`config.mk`:
```
export PLATFORM = sky130hd
export DESIGN_NAME = dual_channel_dds_sample_generator
export DESIGN_NICKNAME = d
export VERILOG_FILES = /design/src/design/dcdds_pkg.sv /design/src/design/dcdds_mul.sv /design/src/design/dual_channel_dds_sample_generator.sv
export VERILOG_INCLUDE_DIRS = /design/src /design/src/design
export SDC_FILE = /design/constraint.sdc
export NUM_CORES = 2
export LEC_CHECK = 0
export ABC_AREA = 1
export BUFFER_PORTS_ARGS = -buffer_cell sky130_fd_sc_hd__buf_2
export CAP_MARGIN = 0
export CELL_PAD_IN_SITES_DETAIL_PLACEMENT = 2
export CELL_PAD_IN_SITES_GLOBAL_PLACEMENT = 2
export CORE_ASPECT_RATIO = 1.5
export CORE_MARGIN = 1.5
export CORE_UTILIZATION = 46
export CTS_BUF_LIST = sky130_fd_sc_hd__clkbuf_4
export CTS_CLUSTER_DIAMETER = 50
export DETAILED_ROUTE_END_ITERATION = 16
export HOLD_SLACK_MARGIN = 0.02
export PLACE_DENSITY = 0.93
export SLEW_MARGIN = 30
export SYNTH_ARGS = -nofsm -noshare
export SYNTH_HDL_FRONTEND = slang
export SYNTH_SLANG_ARGS = --single-unit
```
`constraint.sdc`:
```
create_clock -name clk -period 7.4 [get_ports clk]
set_input_delay 1.11 -clock clk [delete_from_list [all_inputs] [get_ports clk]]
set_output_delay 1.11 -clock clk [all_outputs]
set_load 0.02 [all_outputs]
```
`src/design/dual_channel_dds_sample_generator_assert.svh`:
```
// Assertion macros for the sample generator.
// Each macro takes a label, a clock, an active-low reset, a trigger and a consequence.
`ifndef DUAL_CHANNEL_DDS_SAMPLE_GENERATOR_ASSERT_SVH
`define DUAL_CHANNEL_DDS_SAMPLE_GENERATOR_ASSERT_SVH

`ifndef SYNTH

// Consequence holds in the same cycle as the trigger.
`define DCDDS_ASSERT_SAME(label, clk, rst_n, trig, cons) \
    label: assert property (@(posedge clk) disable iff (!rst_n) (trig) |-> (cons)) \
        else $error("dcdds assertion failed (same cycle)");

// Consequence holds in the cycle after the trigger.
`define DCDDS_ASSERT_NEXT(label, clk, rst_n, trig, cons) \
    label: assert property (@(posedge clk) disable iff (!rst_n) (trig) |=> (cons)) \
        else $error("dcdds assertion failed (next cycle)");

`else

`define DCDDS_ASSERT_SAME(label, clk, rst_n, trig, cons)
`define DCDDS_ASSERT_NEXT(label, clk, rst_n, trig, cons)

`endif

`endif

```
`src/design/dcdds_pkg.sv`:
```
package dcdds_pkg;

    localparam int SAMPLE_W    = 8;
    localparam int PHASE_W     = 32;
    localparam int GAIN_W      = 9;
    localparam int PEND_W      = 9;
    localparam int STRETCH_W   = 25;
    localparam int CFG_IDX_W   = 3;
    localparam int CFG_DATA_W  = 32;
    localparam int MUL_A_W     = STRETCH_W + 1;
    localparam int STRETCH_SH  = 16;
    localparam int GAIN_SH     = 8;
    localparam int SCALED_W    = 12;

    localparam logic [SAMPLE_W-1:0] MIDSCALE   = 8'd128;
    localparam logic [SAMPLE_W-1:0] FULL_SCALE = 8'd255;

    typedef enum logic [CFG_IDX_W-1:0] {
        CFG_PHASE_INC   = 3'd0,
        CFG_PHASE_OFF   = 3'd1,
        CFG_GAIN        = 3'd2,
        CFG_PWM_MODE    = 3'd3,
        CFG_QUARTER     = 3'd4,
        CFG_PULSE_END   = 3'd5,
        CFG_STRETCH     = 3'd6,
        CFG_PAUSED      = 3'd7
    } cfg_reg_t;

    typedef enum logic {
        OP_TICK  = 1'b0,
        OP_WRITE = 1'b1
    } op_t;

    typedef enum logic [2:0] {
        ST_IDLE,
        ST_INDEX,
        ST_READ,
        ST_SCALE,
        ST_CLAMP,
        ST_DONE
    } state_t;

    // Control from the sequencer's output decode
    typedef struct packed {
        logic mul_en;
        logic mul_gain;
        logic rd_en;
        logic idx_load;
        logic samp_load;
        logic chan_next;
        logic out_load;
    } ctrl_t;

endpackage

```
`src/design/dcdds_mul.sv`:
```
module dcdds_mul
    import dcdds_pkg::*;
#(
    parameter int B_W = 13
)
(
    input  logic                             clk,
    input  logic                             en,
    input  logic signed [MUL_A_W-1:0]        a,
    input  logic signed [B_W-1:0]            b,
    output logic signed [MUL_A_W+B_W-1:0]    product
);

    logic signed [MUL_A_W+B_W-1:0] product_reg;

    // Registered signed multiply, shared by the index stretch and the gain stage
    always_ff @(posedge clk)
    begin
        if (en)
        begin
            product_reg <= (MUL_A_W+B_W)'(a) * (MUL_A_W+B_W)'(b);
        end
    end

    assign product = product_reg;

endmodule

```
`src/design/dual_channel_dds_sample_generator.sv`:
```
// Two-channel DDS sample generator. A tick transaction (operation 0) yields one
// result holding an 8-bit sample for each channel and then, unless paused,
// advances the 32-bit phase accumulator by phase_increment; channel two reads
// the wave table at the phase plus channel_phase_offset. Samples are scaled
// about midscale by a Q8 gain and clamped to 0..255. With pwm_mode set, table
// indices at or past pulse_end_index give zero, the rest are stretched by a Q16
// factor, clamped and optionally moved back a quarter table. A write
// transaction (operation 1) loads one table entry and yields no result; read
// only entries written before. A write transaction leaves the block idle; a
// running tick steps through index, read, scale and clamp for each channel and
// then loads the output register, a paused tick loads midscale into it directly.
// The sequence is set by the single shared multiplier, used twice per channel,
// and the single registered read port of the wave table. in_stall is high
// while a tick is in progress; the finished result waits in an output register,
// so a new transaction is taken while it is still stalled downstream.
module dual_channel_dds_sample_generator
    import dcdds_pkg::*;
#(
    parameter int TABLE_SIZE = 256
)
(
    input  logic                    clk,
    input  logic                    rst_n,

    input  logic                    cfg_write,
    input  logic [CFG_IDX_W-1:0]    cfg_index,
    input  logic [CFG_DATA_W-1:0]   cfg_data,

    input  logic                    in_valid,
    output logic                    in_stall,
    input  logic                    operation,
    input  logic [7:0]              table_address,
    input  logic [7:0]              table_data,

    output logic                    out_valid,
    input  logic                    out_stall,
    output logic [SAMPLE_W-1:0]     first_sample,
    output logic [SAMPLE_W-1:0]     second_sample
);

    `include "dual_channel_dds_sample_generator_assert.svh"

    // Address width of the table, and index bits taken from the phase (floor log2)
    localparam int AW     = $clog2(TABLE_SIZE);
    localparam int IB     = $clog2(TABLE_SIZE + 1) - 1;
    localparam int MUL_B_W = ((IB > GAIN_W) ? IB : GAIN_W) + 1;
    localparam int PROD_W = MUL_A_W + MUL_B_W;
    localparam int SRC_W  = PROD_W - STRETCH_SH;
    localparam int Q_OFF  = TABLE_SIZE - TABLE_SIZE / 4;

    // Configuration registers
    logic [PHASE_W-1:0]   phase_inc_reg;
    logic [PHASE_W-1:0]   phase_off_reg;
    logic [GAIN_W-1:0]    gain_reg;
    logic                 pwm_reg;
    logic                 quarter_reg;
    logic [PEND_W-1:0]    pulse_end_reg;
    logic [STRETCH_W-1:0] stretch_reg;
    logic                 paused_reg;

    // Sequencer and datapath state
    state_t               state_reg;
    state_t               state_next;
    ctrl_t                ctrl;
    logic [PHASE_W-1:0]   acc_reg;
    logic                 chan_reg;
    logic                 hold_reg;
    logic [IB-1:0]        idx_reg;
    logic                 zero_reg;
    logic [SAMPLE_W-1:0]  samp0_reg;
    logic [SAMPLE_W-1:0]  samp1_reg;
    logic                 out_valid_reg;
    logic [SAMPLE_W-1:0]  first_reg;
    logic [SAMPLE_W-1:0]  second_reg;

    // Wave table
    logic [SAMPLE_W-1:0]  table_mem [TABLE_SIZE];
    logic [SAMPLE_W-1:0]  rdata_reg;

    logic                 in_accept;
    logic                 tick_accept;
    logic                 write_accept;
    logic                 out_free;

    logic [PHASE_W-1:0]   phase_sel;
    logic [IB-1:0]        idx;
    logic                 off_window;

    logic signed [MUL_A_W-1:0] mul_a;
    logic signed [MUL_B_W-1:0] mul_b;
    logic signed [PROD_W-1:0]  product;

    logic [SRC_W-1:0]     src_full;
    logic [AW-1:0]        src_clamped;
    logic [AW:0]          src_sum;
    logic [AW-1:0]        src_shifted;
    logic [AW-1:0]        rd_addr;

    logic [SAMPLE_W-1:0]  raw;
    logic signed [GAIN_W-1:0]   raw_diff;
    logic signed [SCALED_W-1:0] scaled;
    logic [SAMPLE_W-1:0]  clamped;

    // ------------------------------------------------------------------
    // Handshake
    // ------------------------------------------------------------------
    assign in_stall     = (state_reg != ST_IDLE);
    assign in_accept    = in_valid && !in_stall;
    assign tick_accept  = in_accept && (operation == OP_TICK);
    assign write_accept = in_accept && (operation == OP_WRITE);
    assign out_free     = !out_valid_reg || !out_stall;

    assign out_valid     = out_valid_reg;
    assign first_sample  = first_reg;
    assign second_sample = second_reg;

    // ------------------------------------------------------------------
    // Configuration port
    // ------------------------------------------------------------------
    always_ff @(posedge clk or negedge rst_n)
    begin
        if (!rst_n)
        begin
            phase_inc_reg <= PHASE_W'(1);
            phase_off_reg <= '0;
            gain_reg      <= GAIN_W'(256);
            pwm_reg       <= 1'b0;
            quarter_reg   <= 1'b0;
            pulse_end_reg <= '0;
            stretch_reg   <= '0;
            paused_reg    <= 1'b1;
        end
        else if (cfg_write)
        begin
            case (cfg_reg_t'(cfg_index))
                CFG_PHASE_INC: phase_inc_reg <= cfg_data;
                CFG_PHASE_OFF: phase_off_reg <= cfg_data;
                CFG_GAIN:      gain_reg      <= cfg_data[GAIN_W-1:0];
                CFG_PWM_MODE:  pwm_reg       <= cfg_data[0];
                CFG_QUARTER:   quarter_reg   <= cfg_data[0];
                CFG_PULSE_END: pulse_end_reg <= cfg_data[PEND_W-1:0];
                CFG_STRETCH:   stretch_reg   <= cfg_data[STRETCH_W-1:0];
                CFG_PAUSED:    paused_reg    <= cfg_data[0];
                default:       ;
            endcase
        end
    end

    // ------------------------------------------------------------------
    // Sequencer: next state
    // ------------------------------------------------------------------
    always_comb
    begin
        state_next = state_reg;
        case (state_reg)
            ST_IDLE:
            begin
                if (tick_accept)
                begin
                    state_next = paused_reg ? ST_DONE : ST_INDEX;
                end
            end
            ST_INDEX: state_next = ST_READ;
            ST_READ:  state_next = ST_SCALE;
            ST_SCALE: state_next = ST_CLAMP;
            ST_CLAMP: state_next = chan_reg ? ST_DONE : ST_INDEX;
            ST_DONE:
            begin
                if (out_free)
                begin
                    state_next = ST_IDLE;
                end
            end
            default:  state_next = ST_IDLE;
        endcase
    end

    // ------------------------------------------------------------------
    // Sequencer: control decode
    // ------------------------------------------------------------------
    always_comb
    begin
        ctrl = '0;
        case (state_reg)
            ST_INDEX:
            begin
                ctrl.mul_en   = 1'b1;
                ctrl.idx_load = 1'b1;
            end
            ST_READ:
            begin
                ctrl.rd_en = 1'b1;
            end
            ST_SCALE:
            begin
                ctrl.mul_en   = 1'b1;
                ctrl.mul_gain = 1'b1;
            end
            ST_CLAMP:
            begin
                ctrl.samp_load = 1'b1;
                ctrl.chan_next = 1'b1;
            end
            ST_DONE:
            begin
                ctrl.out_load = out_free;
            end
            default: ;
        endcase
    end

    always_ff @(posedge clk or negedge rst_n)
    begin
        if (!rst_n)
        begin
            state_reg <= ST_IDLE;
        end
        else
        begin
            state_reg <= state_next;
        end
    end

    // ------------------------------------------------------------------
    // Index generation: phase for the current channel, PWM window test
    // ------------------------------------------------------------------
    assign phase_sel = chan_reg ? (acc_reg + phase_off_reg) : acc_reg;
    assign idx       = phase_sel[PHASE_W-1 -: IB];
    assign off_window = pwm_reg &&
                        ((pulse_end_reg == '0) || (32'(idx) >= 32'(pulse_end_reg)));

    // ------------------------------------------------------------------
    // Shared multiplier operands: stretch in the index step, gain in the scale step
    // ------------------------------------------------------------------
    assign raw      = zero_reg ? '0 : rdata_reg;
    assign raw_diff = signed'({1'b0, raw}) - signed'(GAIN_W'(MIDSCALE));

    always_comb
    begin
        if (ctrl.mul_gain)
        begin
            mul_a = MUL_A_W'(raw_diff);
            mul_b = signed'({{(MUL_B_W-GAIN_W){1'b0}}, gain_reg});
        end
        else
        begin
            mul_a = signed'({1'b0, stretch_reg});
            mul_b = signed'({{(MUL_B_W-IB){1'b0}}, idx});
        end
    end

    dcdds_mul #(
        .B_W (MUL_B_W)
    ) u_mul (
        .clk     (clk),
        .en      (ctrl.mul_en),
        .a       (mul_a),
        .b       (mul_b),
        .product (product)
    );

    // ------------------------------------------------------------------
    // Table address: clamp the stretched index, then wrap the quarter shift
    // ------------------------------------------------------------------
    assign src_full    = product[PROD_W-1:STRETCH_SH];
    assign src_clamped = (src_full >= SRC_W'(TABLE_SIZE)) ? AW'(TABLE_SIZE - 1)
                                                           : src_full[AW-1:0];
    assign src_sum     = (AW+1)'(src_clamped) + (AW+1)'(Q_OFF);
    assign src_shifted = (src_sum >= (AW+1)'(TABLE_SIZE))
                         ? AW'(src_sum - (AW+1)'(TABLE_SIZE))
                         : src_sum[AW-1:0];

    always_comb
    begin
        if (!pwm_reg)
        begin
            rd_addr = AW'(idx_reg);
        end
        else if (quarter_reg)
        begin
            rd_addr = src_shifted;
        end
        else
        begin
            rd_addr = src_clamped;
        end
    end

    // Table write on a write transaction, registered read in the read step
    always_ff @(posedge clk)
    begin
        if (write_accept && (32'(table_address) < 32'(TABLE_SIZE)))
        begin
            table_mem[AW'(table_address)] <= table_data;
        end
        if (ctrl.rd_en)
        begin
            rdata_reg <= table_mem[rd_addr];
        end
    end

    // ------------------------------------------------------------------
    // Gain result: floor shift by 8 about midscale, clamp to 0..255
    // ------------------------------------------------------------------
    assign scaled = SCALED_W'(MIDSCALE) + signed'(product[GAIN_SH +: SCALED_W]);

    always_comb
    begin
        if (scaled < 0)
        begin
            clamped = '0;
        end
        else if (scaled > SCALED_W'(FULL_SCALE))
        begin
            clamped = FULL_SCALE;
        end
        else
        begin
            clamped = scaled[SAMPLE_W-1:0];
        end
    end

    // ------------------------------------------------------------------
    // Datapath registers
    // ------------------------------------------------------------------
    always_ff @(posedge clk or negedge rst_n)
    begin
        if (!rst_n)
        begin
            acc_reg       <= '0;
            chan_reg      <= 1'b0;
            hold_reg      <= 1'b0;
            out_valid_reg <= 1'b0;
        end
        else
        begin
            if (tick_accept)
            begin
                chan_reg <= 1'b0;
                hold_reg <= paused_reg;
            end
            else if (ctrl.chan_next)
            begin
                chan_reg <= 1'b1;
            end

            // Advance the phase only once the pair is handed to the output register
            if (ctrl.out_load && !hold_reg)
            begin
                acc_reg <= acc_reg + phase_inc_reg;
            end

            if (ctrl.out_load)
            begin
                out_valid_reg <= 1'b1;
            end
            else if (out_valid_reg && !out_stall)
            begin
                out_valid_reg <= 1'b0;
            end
        end
    end

    always_ff @(posedge clk)
    begin
        if (ctrl.idx_load)
        begin
            idx_reg  <= idx;
            zero_reg <= off_window;
        end
        if (tick_accept)
        begin
            samp0_reg <= MIDSCALE;
            samp1_reg <= MIDSCALE;
        end
        else if (ctrl.samp_load)
        begin
            if (chan_reg)
            begin
                samp1_reg <= clamped;
            end
            else
            begin
                samp0_reg <= clamped;
            end
        end
        if (ctrl.out_load)
        begin
            first_reg  <= samp0_reg;
            second_reg <= samp1_reg;
        end
    end

    // ------------------------------------------------------------------
    // Assertions
    // ------------------------------------------------------------------
    `DCDDS_ASSERT_NEXT(a_tick_busy, clk, rst_n, tick_accept, state_reg != ST_IDLE)
    `DCDDS_ASSERT_NEXT(a_acc_hold, clk, rst_n, !ctrl.out_load, $stable(acc_reg))
    `DCDDS_ASSERT_NEXT(a_result_shown, clk, rst_n, ctrl.out_load, out_valid_reg)
    `DCDDS_ASSERT_SAME(a_chan_order, clk, rst_n, state_reg == ST_DONE && !hold_reg, chan_reg)

endmodule

```
==> qor.json, run 1 <==
{
  "floorplan": {
    "starting_density_of_the_core": 0.463,
    "floorplan.die.width_um": 389,
    "io_pins": 75,
    "dieHeight_um": 582,
    "row_count": 212
  },
  "synthesis": {
    "synth-edff-count": 2109,
    "mappedNetlistArea_mm2": 0.103,
    "syn_area_per_cell_um2": 11.5,
    "synth_cells": 8943,
    "ys.flop_type": "sky130_fd_sc_hd__edfxtp_1",
    "synth_async_sr_flop_share": 0.0651,
    "postSynthRegisterBits": 2273,
    "total_nets_after_synthesis": 9337,
    "yosysWarnings": 0,
    "synth.distinct_cells": 55,
    "ys_seq_area_frac": 0.654
  },
  "clock_tree": {
    "total_clock_buffers_created_by_cts": 563,
    "cts.root.buffer_cell": "sky130_fd_sc_hd__clkbuf_4",
    "cts_max_path_buffers": 4,
    "tritoncts_num_sinks": 2273,
    "ctsHtreeMaxLevel": 6
  },
  "placed_design": {
    "dp.final_hpwl_um": 274000,
    "post_dp_cell_area_mm2": 0.107,
    "gp_congestion": 0.919,
    "place_ws_ps": -512,
    "port-buffer-count": 74
  },
  "outcome": {
    "last_stage_reached": "global routing",
    "run_status": "did not finish",
    "stop_error": "[ERROR GRT-0232] Routing congestion too high. Check the congestion heatmap in the GUI."
  },
  "global_route": {
    "largest_net_degree_at_the_start_of_global_routing": 252,
    "global_route.overflow_total": 165,
    "grt_resource_usage_total": 0.723
  }
}
cells in the mapped netlist (72+ instances only):
master,n,share of area
sky130_fd_sc_hd__ha_1,145,0.018
sky130_fd_sc_hd__edfxtp_1,2109,0.62
sky130_fd_sc_hd__buf_2,152,0.0074
sky130_fd_sc_hd__or2_2,80,0.0049
sky130_fd_sc_hd__nor2_1,1070,0.039
sky130_fd_sc_hd__nand3_1,381,0.019
sky130_fd_sc_hd__o21ai_1,174,0.0085
sky130_fd_sc_hd__o21ai_0,1222,0.059
sky130_fd_sc_hd__o22ai_1,177,0.011
sky130_fd_sc_hd__a21oi_1,145,0.0070
sky130_fd_sc_hd__clkbuf_1,337,0.012
sky130_fd_sc_hd__or2_0,83,0.0050
sky130_fd_sc_hd__dfrtp_1,145,0.035
sky130_fd_sc_hd__inv_1,810,0.030
sky130_fd_sc_hd__fa_1,192,0.037
sky130_fd_sc_hd__nand2_1,988,0.036
sky130_fd_sc_hd__o211ai_1,401,0.029
sky130_fd_sc_hd__o21bai_1,72,0.0053
routing by layer:
layer	GRT overflow	GRT usage
met1	4	0.709
met2	75	0.868
met3	1	0.598
met4	84	0.712
met5	1	0.415
cells by family after synthesis:
family	share of synthesized area
xor gates and xnor gates	0.00519
buffers and inverters	0.0531
adders and majority gates	0.0550
AOI/OAI and AO/OA	0.126
DFF	0.654
and+or+nand+nor	0.107
what timing repair did:
item / in CTS
pin swaps: 70
gates resized for setup: 303
hold endpoints to repair: 70
setup buffers: 56
cloned: 2
endpoints found under the setup margin: 27
hold buffers: 1
stage by stage:
step	setup TNS, ps	std cells	hold WS (ps)	utilization
floorplan	0	8943	402	-
global placement	0	11600	409	0.480
detailed placement	-6440	11600	412	0.480
CTS	-537	12600	57.1	0.518
==> run 2: changes to the inputs <==
CELL_PAD_IN_SITES_DETAIL_PLACEMENT = default   (was 2)
CELL_PAD_IN_SITES_GLOBAL_PLACEMENT = default   (was 2)
CORE_ASPECT_RATIO = default   (was 1.5)
CORE_UTILIZATION = 32   (was 46)
CTS_BUF_LIST = default   (was sky130_fd_sc_hd__clkbuf_4)
CTS_CLUSTER_DIAMETER = default   (was 50)
HOLD_SLACK_MARGIN = default   (was 0.02)
PLACE_DENSITY = default   (was 0.93)
PLACE_DENSITY_LB_ADDON = 0.15   (was default)
==> qor.json, run 2 <==
{
  "outcome": {
    "run_status": "complete, no violations"
  },
  "cells_and_area": {
    "finish.cell_count_without_fillers": 13400,
    "largest_register_ffs": 2048,
    "most-common-layout-cells": "sky130_fd_sc_hd__edfxtp_1 (2109), sky130_fd_sc_hd__o21ai_0 (1201), sky130_fd_sc_hd__nor2_1 (1051), sky130_fd_sc_hd__nand2_1 (959), sky130_fd_sc_hd__inv_1 (807)",
    "mostFrequentLayoutCell": "sky130_fd_sc_hd__edfxtp_1",
    "final_net_count": 9316,
    "final_core_util": 0.366,
    "drive_above_1_share": 0.0893,
    "synthToLayoutAreaGrowth_pct": 14.1,
    "largest-register": "table_mem"
  },
  "synthesis": {
    "synth.distinct_cells": 55,
    "synth_async_sr_flop_share": 0.0651,
    "yosysTopAreaCellShare": 0.615,
    "ys.flop_type": "sky130_fd_sc_hd__edfxtp_1",
    "yosys.cell_count.top_type": "sky130_fd_sc_hd__edfxtp_1",
    "ys_seq_area_frac": 0.654,
    "synth_cells": 8943,
    "synthDominantAreaCellType": "sky130_fd_sc_hd__edfxtp_1",
    "mappedNetlistArea_mm2": 0.103,
    "postSynthRegisterBits": 2273,
    "total_nets_after_synthesis": 9337,
    "yosys-top-cells-area": "sky130_fd_sc_hd__edfxtp_1 (62%), sky130_fd_sc_hd__o21ai_0 (5.9%), sky130_fd_sc_hd__nor2_1 (3.9%), sky130_fd_sc_hd__fa_1 (3.7%), sky130_fd_sc_hd__nand2_1 (3.6%)",
    "netlist_top_cells_count": "sky130_fd_sc_hd__edfxtp_1 (2109), sky130_fd_sc_hd__o21ai_0 (1222), sky130_fd_sc_hd__nor2_1 (1070)",
    "syn_area_per_cell_um2": 11.5,
    "yosysWarnings": 0,
    "synth-edff-count": 2109
  },
  "routing": {
    "routed_wl_um": 311000,
    "num_vias": 67700,
    "drc": 0,
    "route.detailed.vias_per_inst": 5.04,
    "drtPass1Iterations": 6,
    "drc_violation_total_after_the_first_tritonroute_iteration": 5823,
    "ant_nets": 0,
    "post_drt_wl_per_cell_um": 23.1
  },
  "timing": {
    "worst_clock_skew_ps": 46.2,
    "fmax_mhz": 143,
    "max_slew_margin": 0.257,
    "timing_worst_slew_pin_value_ps": 1120,
    "layout_worst_path_cycle_share": 0.945,
    "post-route-min-period_ps": 7000,
    "timing.final.setup_violations": 0,
    "final_hold_viol_count": 0,
    "fin_hold_ws_ps": 297,
    "timing.final.max_slew_violations": 0
  },
  "pwr": {
    "design_power_total_mw": 57.1,
    "peakVddDrop_uv": 1010,
    "switching_share": 0.423,
    "cellLeakagePower_nw": 41.9,
    "comb_power_share": 0.504,
    "power.switching_mw": 24.1,
    "power.clock.fraction": 0.227,
    "power_density_mw_per_mm2": 486,
    "internal_power_mw": 33.0,
    "sequentialPowerShare": 0.268
  },
  "setup_path": {
    "timing.rr.start": "phase_off_reg[20]",
    "r2r_end": "u_mul.product[34]",
    "crit_type": "reg2reg",
    "cp-start-kind": "flop",
    "critPathCaptureType": "flop",
    "setup_slack_of_the_most_critical_reg_to_reg_path_ps": 400,
    "crit_top_cell": "sky130_fd_sc_hd__nand2_1",
    "ff2ff_path_depth": 37,
    "cpPeakStageDelay_ps": 540,
    "crit_path_top_delay_cell": "sky130_fd_sc_hd__fa_1",
    "critical_path_required_ps": 8020,
    "critPathArrivalTime_ps": 7620,
    "timing.critical_path.fanout_max": 6
  },
  "global_route": {
    "grt_resource_usage_total": 0.188,
    "grt_pass1_wl_um": 457000,
    "initial_antenna_violation_count": 11,
    "largest_net_degree_at_the_start_of_global_routing": 193,
    "global_route.overflow_total": 0,
    "via_count_of_the_first_global_routing_pass": 68500
  },
  "floorplan": {
    "floorplan.die.width_um": 570,
    "io_pins": 75,
    "dieHeight_um": 570,
    "die-area_mm2": 0.325,
    "floorplan.core_area_mm2": 0.321,
    "row_count": 208,
    "starting_density_of_the_core": 0.321
  },
  "clock_tree": {
    "cts_max_path_buffers": 4,
    "ctsHtreeMaxLevel": 5,
    "tritoncts_num_sinks": 2273,
    "cts.reportedPaths.clkPinSlew_ps": 60,
    "total_clock_buffers_created_by_cts": 269,
    "tritoncts": "yes",
    "cts.root.buffer_cell": "sky130_fd_sc_hd__clkbuf_16",
    "clk-insertion-delay-late_ps": 890
  },
  "job": {
    "reported_max_cap_violation_count": 0
  },
  "placed_design": {
    "gp_congestion": 0.837,
    "dp.final_hpwl_um": 183000,
    "place_inst": 12900,
    "port-buffer-count": 74
  },
  "worst_hold_path": {
    "min_path_type": "in2async"
  }
}
[run 2: cell counts after synthesis]
No cell type changed its count.
[run 2: layout make-up]
type / instances / area [um2]
clock buffers: 333 / 7120
diodes: 6 / 15.0
multi-input cells: 5315 / 30800
fillers: 31400 / 203000
flip-flops and latches: 2273 / 67400
repair buffers: 246 / 2290
well taps: 4305 / 5390
inverters: 817 / 3110
clock inverters: 144 / 1390
[run 2: worst max-delay path by stage]
stage | start | end | slack (ps) | cells past startpoint
after floorplan | acc_reg[23] | u_mul.product[35] | 810 | 33
after global placement | acc_reg[22] | u_mul.product[35] | 30 | 32
after detailed placement | acc_reg[8] | u_mul.product[29] | -4 | 32
after CTS | acc_reg[22] | u_mul.product[34] | 80 | 33
after global routing | acc_reg[22] | u_mul.product[31] | -50 | 35
final | phase_off_reg[20] | u_mul.product[34] | 400 | 37
[run 2: what timing repair did]
item,CTS,global route
gates resized for setup,1,107
gates cloned,0,6
setup buffers,0,8
setup endpoints to repair,6,21
hold buffers,0,0
pin swaps,0,30
[run 2: cells by family (layout without fill, tap and decap cells)]
| group | Yosys count | count (layout) | share of synthesized area |
|---|---|---|---|
| and+or+nand+nor | 2653 | 2653 | 0.107 |
| adders and majority gates | 337 | 337 | 0.0550 |
| buffers and inverters | 1355 | 1540 | 0.0531 |
| other | 0 | 6 | 0 |
| AOI/OAI and AO/OA | 2264 | 2264 | 0.126 |
| DFF | 2273 | 2273 | 0.654 |
| xor gates and xnor gates | 61 | 61 | 0.00519 |
[run 2: metal layers]
layer	global-route usage	wire length, um	vias up
met2	0.308	146000	1630
met4	0.0570	9700	0
li1	-	-	31500
met5	0	0	-
met1	0.259	141000	34100
met3	0.0229	14500	464
[run 2: power by group through the flow]
| stage | clock network (mW) | registers, mW | logic (mW) |
|---|---|---|---|
| after floorplan | 0 | 15.5 | 17.0 |
| after detailed placement | 0 | 15.6 | 26.8 |
| after global routing | 13.7 | 15.4 | 32.3 |
| after global placement | 0 | 15.6 | 26.8 |
| after CTS | 13.3 | 15.3 | 27.0 |
| final | 13.0 | 15.3 | 28.8 |
[run 2: through the flow]
| stage | instance area [um2] | setup TNS (ps) | setup WS, ps |
|---|---|---|---|
| detailed placement | 108000 | -4.67 | -4.27 |
| finish | 117000 | 0 | 403 |
| global placement | 108000 | 0 | 33.5 |
| CTS | 117000 | 0 | 83.4 |
| floorplan | 103000 | 0 | 812 |
| global route | 117000 | -128 | -50.9 |
[run 2: worst max-delay path: cells and delay by family, from the launching register on]
family | cells | cell delay, ps
compound gates | 6 | 990
fa+ha+maj | 7 | 2860
flops | 1 | 410
xor+xnor | 1 | 220
buf+inv | 10 | 1080
simple gates | 13 | 1160
No activity file was read; power rests on OpenSTA's default activity.
